### src/rtl/zcdp_pkg.sv
// Shared types and constants for the central directory parser.
package zcdp_pkg;

  localparam int unsigned NameCapacityDefault = 64;
  localparam logic [31:0] SigCentral  = 32'h02014b50;
  localparam int unsigned HeaderBytes = 46;

  // Result kind codes
  typedef enum logic [1:0] {
    KIND_ENTRY = 2'd0,
    KIND_NAME  = 2'd1,
    KIND_DONE  = 2'd2,
    KIND_ERROR = 2'd3
  } kind_t;

  // One result as it leaves the front part; tdata layout follows field order
  typedef struct packed {
    logic        last_result;
    logic [7:0]  name_char;
    logic [15:0] extra_length;
    logic [15:0] name_length;
    logic [31:0] local_offset;
    logic [31:0] unpacked_size;
    logic [31:0] packed_size;
    logic [31:0] crc_value;
    logic [15:0] method;
    logic [15:0] entry_index;
    kind_t       kind;
  } result_t;

  localparam int unsigned ResultBits = $bits(result_t);

endpackage

### src/rtl/zcdp_front.sv
// Front part: byte parser that classifies each byte and produces up to two results.
module zcdp_front import zcdp_pkg::*; #(
  parameter int unsigned NAME_CAPACITY = NameCapacityDefault
) (
  input  logic        clk,
  input  logic        rst,
  input  logic        in_valid,
  output logic        in_ready,
  input  logic [7:0]  data_byte,
  input  logic        end_of_data,
  input  logic        cfg_valid,
  input  logic [15:0] cfg_data,
  // up to two results per byte handed to the queue
  output logic        res0_valid,
  output result_t     res0,
  output logic        res1_valid,
  output result_t     res1,
  input  logic        room2
);

  typedef enum logic [1:0] {PH_HEADER, PH_TRAIL, PH_STOP} phase_t;

  localparam int unsigned KeepMax = NAME_CAPACITY - 1;

  phase_t      phase;
  logic [17:0] byte_position;
  logic [31:0] field_shift;
  logic [15:0] saved_name_length, saved_extra_length, saved_comment_length;
  logic [31:0] crc_reg, packed_reg, unpacked_reg;
  logic [15:0] method_code;
  logic        sig_good;
  logic [15:0] entries_done;
  logic [15:0] entry_count;
  logic [17:0] trail_total;
  logic [16:0] keep_len;

  logic        fire;
  logic [31:0] shift_next;
  logic        last_trail;
  logic [15:0] entries_inc;

  assign in_ready    = room2;
  assign fire        = in_valid & room2;
  assign shift_next  = {data_byte, field_shift[31:8]};
  assign entries_inc = entries_done + 16'd1;
  assign last_trail  = (byte_position + 18'd1) >= trail_total;

  // result generation for the current byte
  always_comb begin
    res0 = '0;
    res1 = '0;
    res0_valid = 1'b0;
    res1_valid = 1'b0;
    if (fire) begin
      case (phase)
        PH_HEADER: begin
          if (byte_position == '0 && entries_done >= entry_count) begin
            res0_valid = 1'b1;
            res0.kind = KIND_DONE;
            res0.entry_index = entries_done;
          end else if (byte_position == 18'(HeaderBytes - 1)) begin
            res0_valid = 1'b1;
            res0.entry_index = entries_done;
            if (!sig_good) begin
              res0.kind = KIND_ERROR;
            end else begin
              res0.kind          = KIND_ENTRY;
              res0.method        = method_code;
              res0.crc_value     = crc_reg;
              res0.packed_size   = packed_reg;
              res0.unpacked_size = unpacked_reg;
              res0.local_offset  = shift_next;
              res0.name_length   = saved_name_length;
              res0.extra_length  = saved_extra_length;
              if (end_of_data || (trail_total == '0 && entries_inc >= entry_count)) begin
                res1_valid = 1'b1;
                res1.kind = KIND_DONE;
                res1.entry_index = entries_inc;
              end
            end
          end else if (end_of_data) begin
            res0_valid = 1'b1;
            res0.kind = KIND_DONE;
            res0.entry_index = entries_done;
          end
        end
        PH_TRAIL: begin
          if ({1'b0, byte_position} < {1'b0, keep_len}) begin
            res0_valid = 1'b1;
            res0.kind = KIND_NAME;
            res0.entry_index = entries_done - 16'd1;
            res0.name_char = data_byte;
            if (end_of_data || (last_trail && entries_done >= entry_count)) begin
              res1_valid = 1'b1;
              res1.kind = KIND_DONE;
              res1.entry_index = entries_done;
            end
          end else if (end_of_data || (last_trail && entries_done >= entry_count)) begin
            res0_valid = 1'b1;
            res0.kind = KIND_DONE;
            res0.entry_index = entries_done;
          end
        end
        default: ;
      endcase
    end
    // mark the final result of this byte
    if (res1_valid) res1.last_result = 1'b1;
    else            res0.last_result = res0_valid;
  end

  // parser state
  always_ff @(posedge clk) begin
    if (rst) begin
      phase <= PH_HEADER;
      byte_position <= '0;
      field_shift <= '0;
      saved_name_length <= '0;
      saved_extra_length <= '0;
      saved_comment_length <= '0;
      crc_reg <= '0;
      packed_reg <= '0;
      unpacked_reg <= '0;
      method_code <= '0;
      sig_good <= 1'b0;
      entries_done <= '0;
      entry_count <= 16'd1;
      trail_total <= '0;
      keep_len <= '0;
    end else begin
      if (cfg_valid) entry_count <= cfg_data;
      // precomputed trailing length and retained name length
      trail_total <= 18'(saved_name_length) + 18'(saved_extra_length)
                   + 18'(saved_comment_length);
      keep_len <= (17'(saved_name_length) > 17'(KeepMax)) ? 17'(KeepMax)
                                                         : 17'(saved_name_length);
      if (fire) begin
        case (phase)
          PH_HEADER: begin
            if (byte_position == '0 && entries_done >= entry_count) begin
              phase <= PH_STOP;
            end else begin
              field_shift <= shift_next;
              case (byte_position)
                18'd3:  sig_good <= (shift_next == SigCentral);
                18'd11: method_code <= shift_next[31:16];
                18'd19: crc_reg <= shift_next;
                18'd23: packed_reg <= shift_next;
                18'd27: unpacked_reg <= shift_next;
                18'd29: saved_name_length <= shift_next[31:16];
                18'd31: saved_extra_length <= shift_next[31:16];
                18'd33: saved_comment_length <= shift_next[31:16];
                default: ;
              endcase
              if (byte_position == 18'(HeaderBytes - 1)) begin
                if (!sig_good) begin
                  phase <= PH_STOP;
                end else begin
                  entries_done <= entries_inc;
                  byte_position <= '0;
                  if (trail_total == '0) begin
                    if (end_of_data || entries_inc >= entry_count) phase <= PH_STOP;
                  end else if (end_of_data) begin
                    phase <= PH_STOP;
                  end else begin
                    phase <= PH_TRAIL;
                  end
                end
              end else if (end_of_data) begin
                phase <= PH_STOP;
              end else begin
                byte_position <= byte_position + 18'd1;
              end
            end
          end
          PH_TRAIL: begin
            if (end_of_data || (last_trail && entries_done >= entry_count)) begin
              phase <= PH_STOP;
            end else if (last_trail) begin
              phase <= PH_HEADER;
              byte_position <= '0;
            end else begin
              byte_position <= byte_position + 18'd1;
            end
          end
          default: ;
        endcase
      end
    end
  end

`ifndef NO_ASSERTIONS
  // no byte is taken without room for two results
  a_room: assert property (@(posedge clk) disable iff (rst) fire |-> room2)
    else $error("byte accepted without queue room");
  // a second result only follows a first one
  a_pair: assert property (@(posedge clk) disable iff (rst) res1_valid |-> res0_valid)
    else $error("second result without first");
  // once stopped the parser stays stopped
  a_stop: assert property (@(posedge clk) disable iff (rst)
    phase == PH_STOP |=> phase == PH_STOP)
    else $error("left stopped phase");
`endif

endmodule

### src/rtl/zcdp_queue.sv
// Back part: result queue taking up to two results a cycle, draining one a cycle while the output is ready.
module zcdp_queue import zcdp_pkg::*; (
  input  logic      clk,
  input  logic      rst,
  input  logic      wr0,
  input  result_t   din0,
  input  logic      wr1,
  input  result_t   din1,
  output logic      room2,
  output logic      out_valid,
  input  logic      out_ready,
  output result_t   dout
);

  localparam int unsigned Depth = 4;

  result_t     mem [Depth];
  logic [1:0]  wp, rp;
  logic [2:0]  count;
  logic        pop;
  logic [2:0]  pushes;

  assign out_valid = count != '0;
  assign dout      = mem[rp];
  assign pop       = out_valid & out_ready;
  assign pushes    = {2'b0, wr0} + {2'b0, wr1};
  assign room2     = count <= 3'(Depth - 2);

  // storage
  always_ff @(posedge clk) begin
    if (wr0) mem[wp] <= din0;
    if (wr1) mem[wp + 2'd1] <= din1;
  end

  // pointers and fill level
  always_ff @(posedge clk) begin
    if (rst) begin
      wp <= '0;
      rp <= '0;
      count <= '0;
    end else begin
      wp <= wp + pushes[1:0];
      if (pop) rp <= rp + 2'd1;
      count <= count + pushes - {2'b0, pop};
    end
  end

`ifndef NO_ASSERTIONS
  a_over: assert property (@(posedge clk) disable iff (rst) count <= 3'(Depth))
    else $error("queue overflow");
  a_order: assert property (@(posedge clk) disable iff (rst) wr1 |-> wr0)
    else $error("second write without first");
  a_hold: assert property (@(posedge clk) disable iff (rst)
    (out_valid && !out_ready) |=> out_valid)
    else $error("result dropped while stalled");
`endif

endmodule

### src/rtl/zip_central_directory_parser.sv
// Top level of the ZIP central directory record parser.
// Takes one archive byte per transaction from the first central directory header on and
// returns entry headers, retained name characters and a final done or error result. A byte
// is taken every cycle while the four-entry result queue has room for two results; a byte
// gives at most two results, so with the output always ready the rate is one byte a cycle.
// Only the byte that ends parsing can give two results, so the queue never holds back the
// input while the output keeps up. Results leave the queue in the order they were made.
// The user must write the entry count register only while the block is idle; the block does not enforce it.
module zip_central_directory_parser import zcdp_pkg::*; #(
  parameter int unsigned NAME_CAPACITY = NameCapacityDefault
) (
  input  logic         clk,
  input  logic         rst,
  input  logic         s_axis_tvalid,
  output logic         s_axis_tready,
  input  logic [7:0]   s_axis_tdata,   // data_byte
  input  logic         s_axis_tlast,   // end_of_data
  input  logic         cfg_valid,
  output logic         cfg_ready,
  input  logic [15:0]  cfg_data,       // entry_count
  output logic         m_axis_tvalid,
  input  logic         m_axis_tready,
  // kind[1:0], entry_index, method, crc_value, packed_size, unpacked_size,
  // local_offset, name_length, extra_length, name_char (from bit 0 up)
  output logic [207:0] m_axis_tdata,
  output logic         m_axis_tlast    // last_result
);

  result_t r0, r1, rq;
  logic    v0, v1, room2;

  assign cfg_ready = 1'b1;

  zcdp_front #(.NAME_CAPACITY(NAME_CAPACITY)) u_front (
    .clk, .rst,
    .in_valid(s_axis_tvalid), .in_ready(s_axis_tready),
    .data_byte(s_axis_tdata), .end_of_data(s_axis_tlast),
    .cfg_valid, .cfg_data,
    .res0_valid(v0), .res0(r0), .res1_valid(v1), .res1(r1), .room2
  );

  zcdp_queue u_queue (
    .clk, .rst,
    .wr0(v0), .din0(r0), .wr1(v1), .din1(r1), .room2,
    .out_valid(m_axis_tvalid), .out_ready(m_axis_tready), .dout(rq)
  );

  // pack fields, kind lowest, zero pad to whole bytes
  assign m_axis_tdata = {6'b000000, rq.name_char, rq.extra_length, rq.name_length,
                         rq.local_offset, rq.unpacked_size, rq.packed_size,
                         rq.crc_value, rq.method, rq.entry_index, rq.kind};
  assign m_axis_tlast = rq.last_result;

endmodule

### config.mk
export PLATFORM = sky130hd
export DESIGN_NAME = zip_central_directory_parser
export DESIGN_NICKNAME = d
export VERILOG_FILES = /design/src/rtl/zcdp_pkg.sv /design/src/rtl/zcdp_front.sv /design/src/rtl/zcdp_queue.sv /design/src/rtl/zip_central_directory_parser.sv
export SDC_FILE = /design/constraint.sdc
export NUM_CORES = 2
export LEC_CHECK = 0
export BUFFER_PORTS_ARGS = -buffer_cell sky130_fd_sc_hd__buf_4
export CORE_UTILIZATION = 49
export CTS_BUF_LIST = sky130_fd_sc_hd__clkbuf_4 sky130_fd_sc_hd__clkbuf_8
export CTS_CLUSTER_DIAMETER = 40
export DETAILED_ROUTE_END_ITERATION = 10
export PLACE_DENSITY = 0.64
export SLEW_MARGIN = 25
export SYNTH_ARGS = -nofsm -noshare
export SYNTH_HDL_FRONTEND = slang
export SYNTH_SLANG_ARGS = --single-unit
### constraint.sdc
create_clock -name clk -period 6.1 [get_ports clk]
set_clock_uncertainty 0.05 [all_clocks]
set_input_delay 0.915 -clock clk [delete_from_list [all_inputs] [get_ports clk]]
set_output_delay 0.915 -clock clk [all_outputs]
set_load 0.005 [all_outputs]
==> Flow_metrics.wiki <==
{| class="wikitable"
! Metric !! Value
|-
| Vias post-DR || 37000
|-
| Switching share of power || 25.8%
|-
| Number of fill cells || 8405
|-
| Worst voltage drop across the vdd grid || 0.222 mV
|-
| Leading cell type in the layout, fill and taps excluded || dfxtp_1
|-
| Final wirelength || 135000 µm
|-
| Post-synth EDFFs || 72
|-
| Global-route wire length before repair || 209000 µm
|-
| Final weighted congestion of routability-driven global placement || 0.867
|-
| Clk sink count || 1092
|-
| Routed wire per std cell || 21.3 µm
|-
| Combinational Power Share || 10.1%
|-
| Setup TNS || 0 ns
|-
| Number of clock buffers inserted by TritonCTS || 185
|-
| Setup violators final || 0
|-
| Total leakage power || 19.5 nW
|-
| Clock transition at the register clock pins on the worst setup and hold paths after CTS || 0.06 ns
|-
| Type of the worst setup path || flop to flop
|-
| Most flop-heavy register || u_queue.mem
|-
| Post-synthesis instance area || 46700 µm²
|-
| Clock latency of the later-clocked register in the worst-skew pair || 0.86 ns
|-
| Max capacitance violation total || 0
|-
| Count of endpoints failing hold in the final timing report || 0
|-
| Total overflow reported by the global router || 0
|-
| Reg2Reg Depth || 24
|-
| Width of the chip || 311 µm
|-
| Signal arrival time at the worst endpoint || 6.33 ns
|-
| Total die area || 96600 µm²
|-
| Antenna violations before repair || 2
|-
| Max Fclk || 0.176 GHz
|-
| Part of the cycle the worst path needs || 93.3%
|-
| Gate count after technology mapping || 4855
|-
| Launch point of the worst hold path || cfg_data[0]
|-
| Detailed Place HPWL || 80200 µm
|-
| Number of flip-flops and latches in the synthesized netlist || 1092
|-
| Part of the total power dissipated in the clock network || 44.2%
|-
| Slew Limit Headroom || 20.0%
|-
| Drt first-iter violations || 3285
|-
| Via count of the first global-routing pass || 35300
|-
| CTS tree || done
|-
| CP Launch Type || flop
|-
| Hold-critical path endpoint || u_front.entry_count[0]$_SDFFE_PP1P_
|-
| Crit end category || flop
|-
| Endpoint required time on the critical path || 6.74 ns
|-
| Total number of placement rows || 112
|-
| Maximum count of clock buffers along a single path || 3
|-
| Period minus WS final || 5.69 ns
|-
| Post-CTS Hold Buffers || 0
|-
| Die boundary height || 311 µm
|-
| Power spent charging and discharging nets || 4.17 mW
|-
| Iteration count of the initial detailed-routing pass || 6
|-
| RSZ-0062 raised after global routing || false
|-
| Number of instances on the worst hold path || 3
|-
| H-tree levels || 4
|-
| Root cell of the clock tree || clkbuf_8
|-
| Area of the core || 93900 µm²
|-
| Worst hold path class || input port to flop
|-
| Per-instance average area after synthesis || 9.63 µm²
|-
| Final Net Count || 5070
|-
| Critical R2R Launch || u_front.byte_position[0]$_SDFFE_PP0P_
|-
| Most frequent cells in the layout || 1018 x dfxtp_1, 771 x nand3_1, 596 x o21ai_0, 457 x nand2_1, 289 x buf_4
|-
| Worst-path maximum fanout || 8
|-
| Top Ports || 242
|-
| Final routed DRC violation total || 0
|-
| Synth warnings || 0
|-
| Sequential cell fraction of total power || 45.7%
|-
| Outcome || finished, final reports clean
|-
| Max Slew Vio Count || 0
|-
| Least-Margin Pin Slew || 1.20 ns
|-
| Pwr Density || 304 nW/µm²
|-
| Max reg flops || 812
|-
| Internal Power || 12.0 mW
|-
| Area overhead of the layout relative to synthesis || 13.8%
|-
| Post-route antenna net violation count || 0
|-
| Pin count of the biggest net entering global routing || 152
|-
| Part of the Yosys area used for sequential elements || 48.3%
|-
| Setup slack on the worst flop-to-flop path || 0.41 ns
|-
| Avg Vias per Cell || 5.84
|-
| Yosys cell types || 92
|-
| Share of cells above drive strength 1 || 18.1%
|-
| Worst slack, placed || 0.377 ns
|-
| Reg2Reg Capture Point || u_queue.count[2]$_SDFF_PP0_
|-
| Total routing usage reported by global routing || 27.3%
|-
| Predominant post-synthesis flop cell || dfxtp_1
|-
| Buffers on Ports || 234
|-
| Post-route worst setup slack || 0.411 ns
|-
| Starting density of the core || 49.8%
|-
| Share of synthesized registers carrying an async set or reset || 0%
|}
routing by layer:
layer,share of wire [%],up-vias,global-route usage (%)
li1,-,17600,-
met1,43,17900,36.5
met5,0,-,0
met4,2.7,0,9.38
met2,48,1222,45.4
met3,6.1,219,3.89
power groups by stage:
stage / Sequential [mW] / Combinational [mW] / Clock, mW
4_1_cts: 7.39 / 1.66 / 7.26
5_1_grt: 7.40 / 1.75 / 7.60
6_report: 7.39 / 1.64 / 7.14
3_5_place_dp: 7.55 / 1.66 / 0
3_3_place_gp: 7.55 / 1.66 / 0
2_1_floorplan: 7.44 / 1.23 / 0
Yosys cell counts, types with 10 or more instances:
library cell,number,area (µm²)
buf_1,58,218
nor4_1,16,100
ha_1,108,1350
nor2b_1,10,62.6
xor2_1,28,245
nand3_1,771,3860
mux4_2,203,4570
o21ai_0,596,2980
o22ai_1,37,231
edfxtp_1,72,2160
a21oi_1,145,726
o21a_1,10,75.1
nor3_1,23,115
dfxtp_1,1020,20400
and3_1,19,119
a31oi_1,11,68.8
nand2_1,457,1720
buf_4,54,405
buf_2,111,556
buf_6,16,180
a211oi_1,10,75.1
nand4_1,10,62.6
a22o_1,24,210
nor2_1,208,781
a32o_1,10,100
or3_1,23,144
xnor2_1,31,272
clkbuf_1,205,769
inv_1,77,289
o21ai_1,180,901
mux2i_1,136,1360
a21o_1,25,188
logic make-up after synthesis:
kind of cell / after synthesis / share of synthesized area, %
buffers and inverters: 523 / 5.19
muxes: 340 / 12.7
AOI/OAI and AO/OA: 1115 / 13.4
and+or+nand+nor: 1613 / 16.3
adders and majority gates: 111 / 3.02
xor gates and xnor gates: 59 / 1.11
other: 2 / 0.0161
DFF: 1092 / 48.3
how the worst max path moves through the flow:
stage	start	slack, ns	endpoint
2_1_floorplan	u_front.byte_position[0]$_SDFFE_PP0P_	0.66	u_queue.count[2]$_SDFF_PP0_
3_3_place_gp	u_front.byte_position[0]$_SDFFE_PP0P_	0.45	u_queue.count[2]$_SDFF_PP0_
3_5_place_dp	u_front.byte_position[0]$_SDFFE_PP0P_	0.38	u_queue.count[2]$_SDFF_PP0_
4_1_cts	u_front.byte_position[0]$_SDFFE_PP0P_	0.34	u_queue.count[2]$_SDFF_PP0_
5_1_grt	u_front.byte_position[0]$_SDFFE_PP0P_	0.06	u_queue.count[2]$_SDFF_PP0_
6_report	u_front.byte_position[0]$_SDFFE_PP0P_	0.41	u_queue.count[2]$_SDFF_PP0_
what timing repair did:
action                     4_1_cts  5_1_grt
resized for setup                0        1
setup endpoints to repair        0        1
setup buffers                    0        4
cell type report:
cell class | count | area [µm²] | area share, %
multi-input combinational | 3255 | 21900 | 41.1
sequential | 1092 | 22600 | 42.5
clock inverter | 43 | 490 | 0.923
timing repair buffer | 317 | 2710 | 5.09
clock buffer | 295 | 3630 | 6.84
inverter | 78 | 293 | 0.551
tap | 1254 | 1570 | 2.95
antenna | 1 | 2.50 | 0.00471
per-stage QoR:
step,cell area [µm²],utilization (%),total power [mW],instances,hold WS [ns]
global route,53200,56.6,16.7,6335,0.243
detailed placement,49000,52.2,9.21,5992,0.390
CTS,53100,56.6,16.3,6330,0.195
finish,53200,56.6,16.2,6335,0.250
global placement,49000,52.2,9.21,5991,0.384
floorplan,46800,-,8.67,4870,0.376
worst max-delay path, stage by stage, from the launching register on:
cell and delay, ns:
dfxtp_1 0.47, ha_2 0.29, nand3_2 0.18, nor2_2 0.26, and3_1 0.25, and3_2 0.24, and3_1 0.22, and3_1 0.27
nand3_1 0.14, xnor2_1 0.16, ha_1 0.30, nand4_1 0.10, a211o_1 0.29, a211o_1 0.27, a21boi_4 0.20, o21a_4 0.21
nor3_1 0.07, nor2_1 0.17, ha_1 0.22, inv_1 0.05, ha_1 0.29, fa_1 0.44, xnor2_1 0.20, xnor2_1 0.15
nor2_1 0.05
No activity file was read; power rests on OpenSTA's default activity.
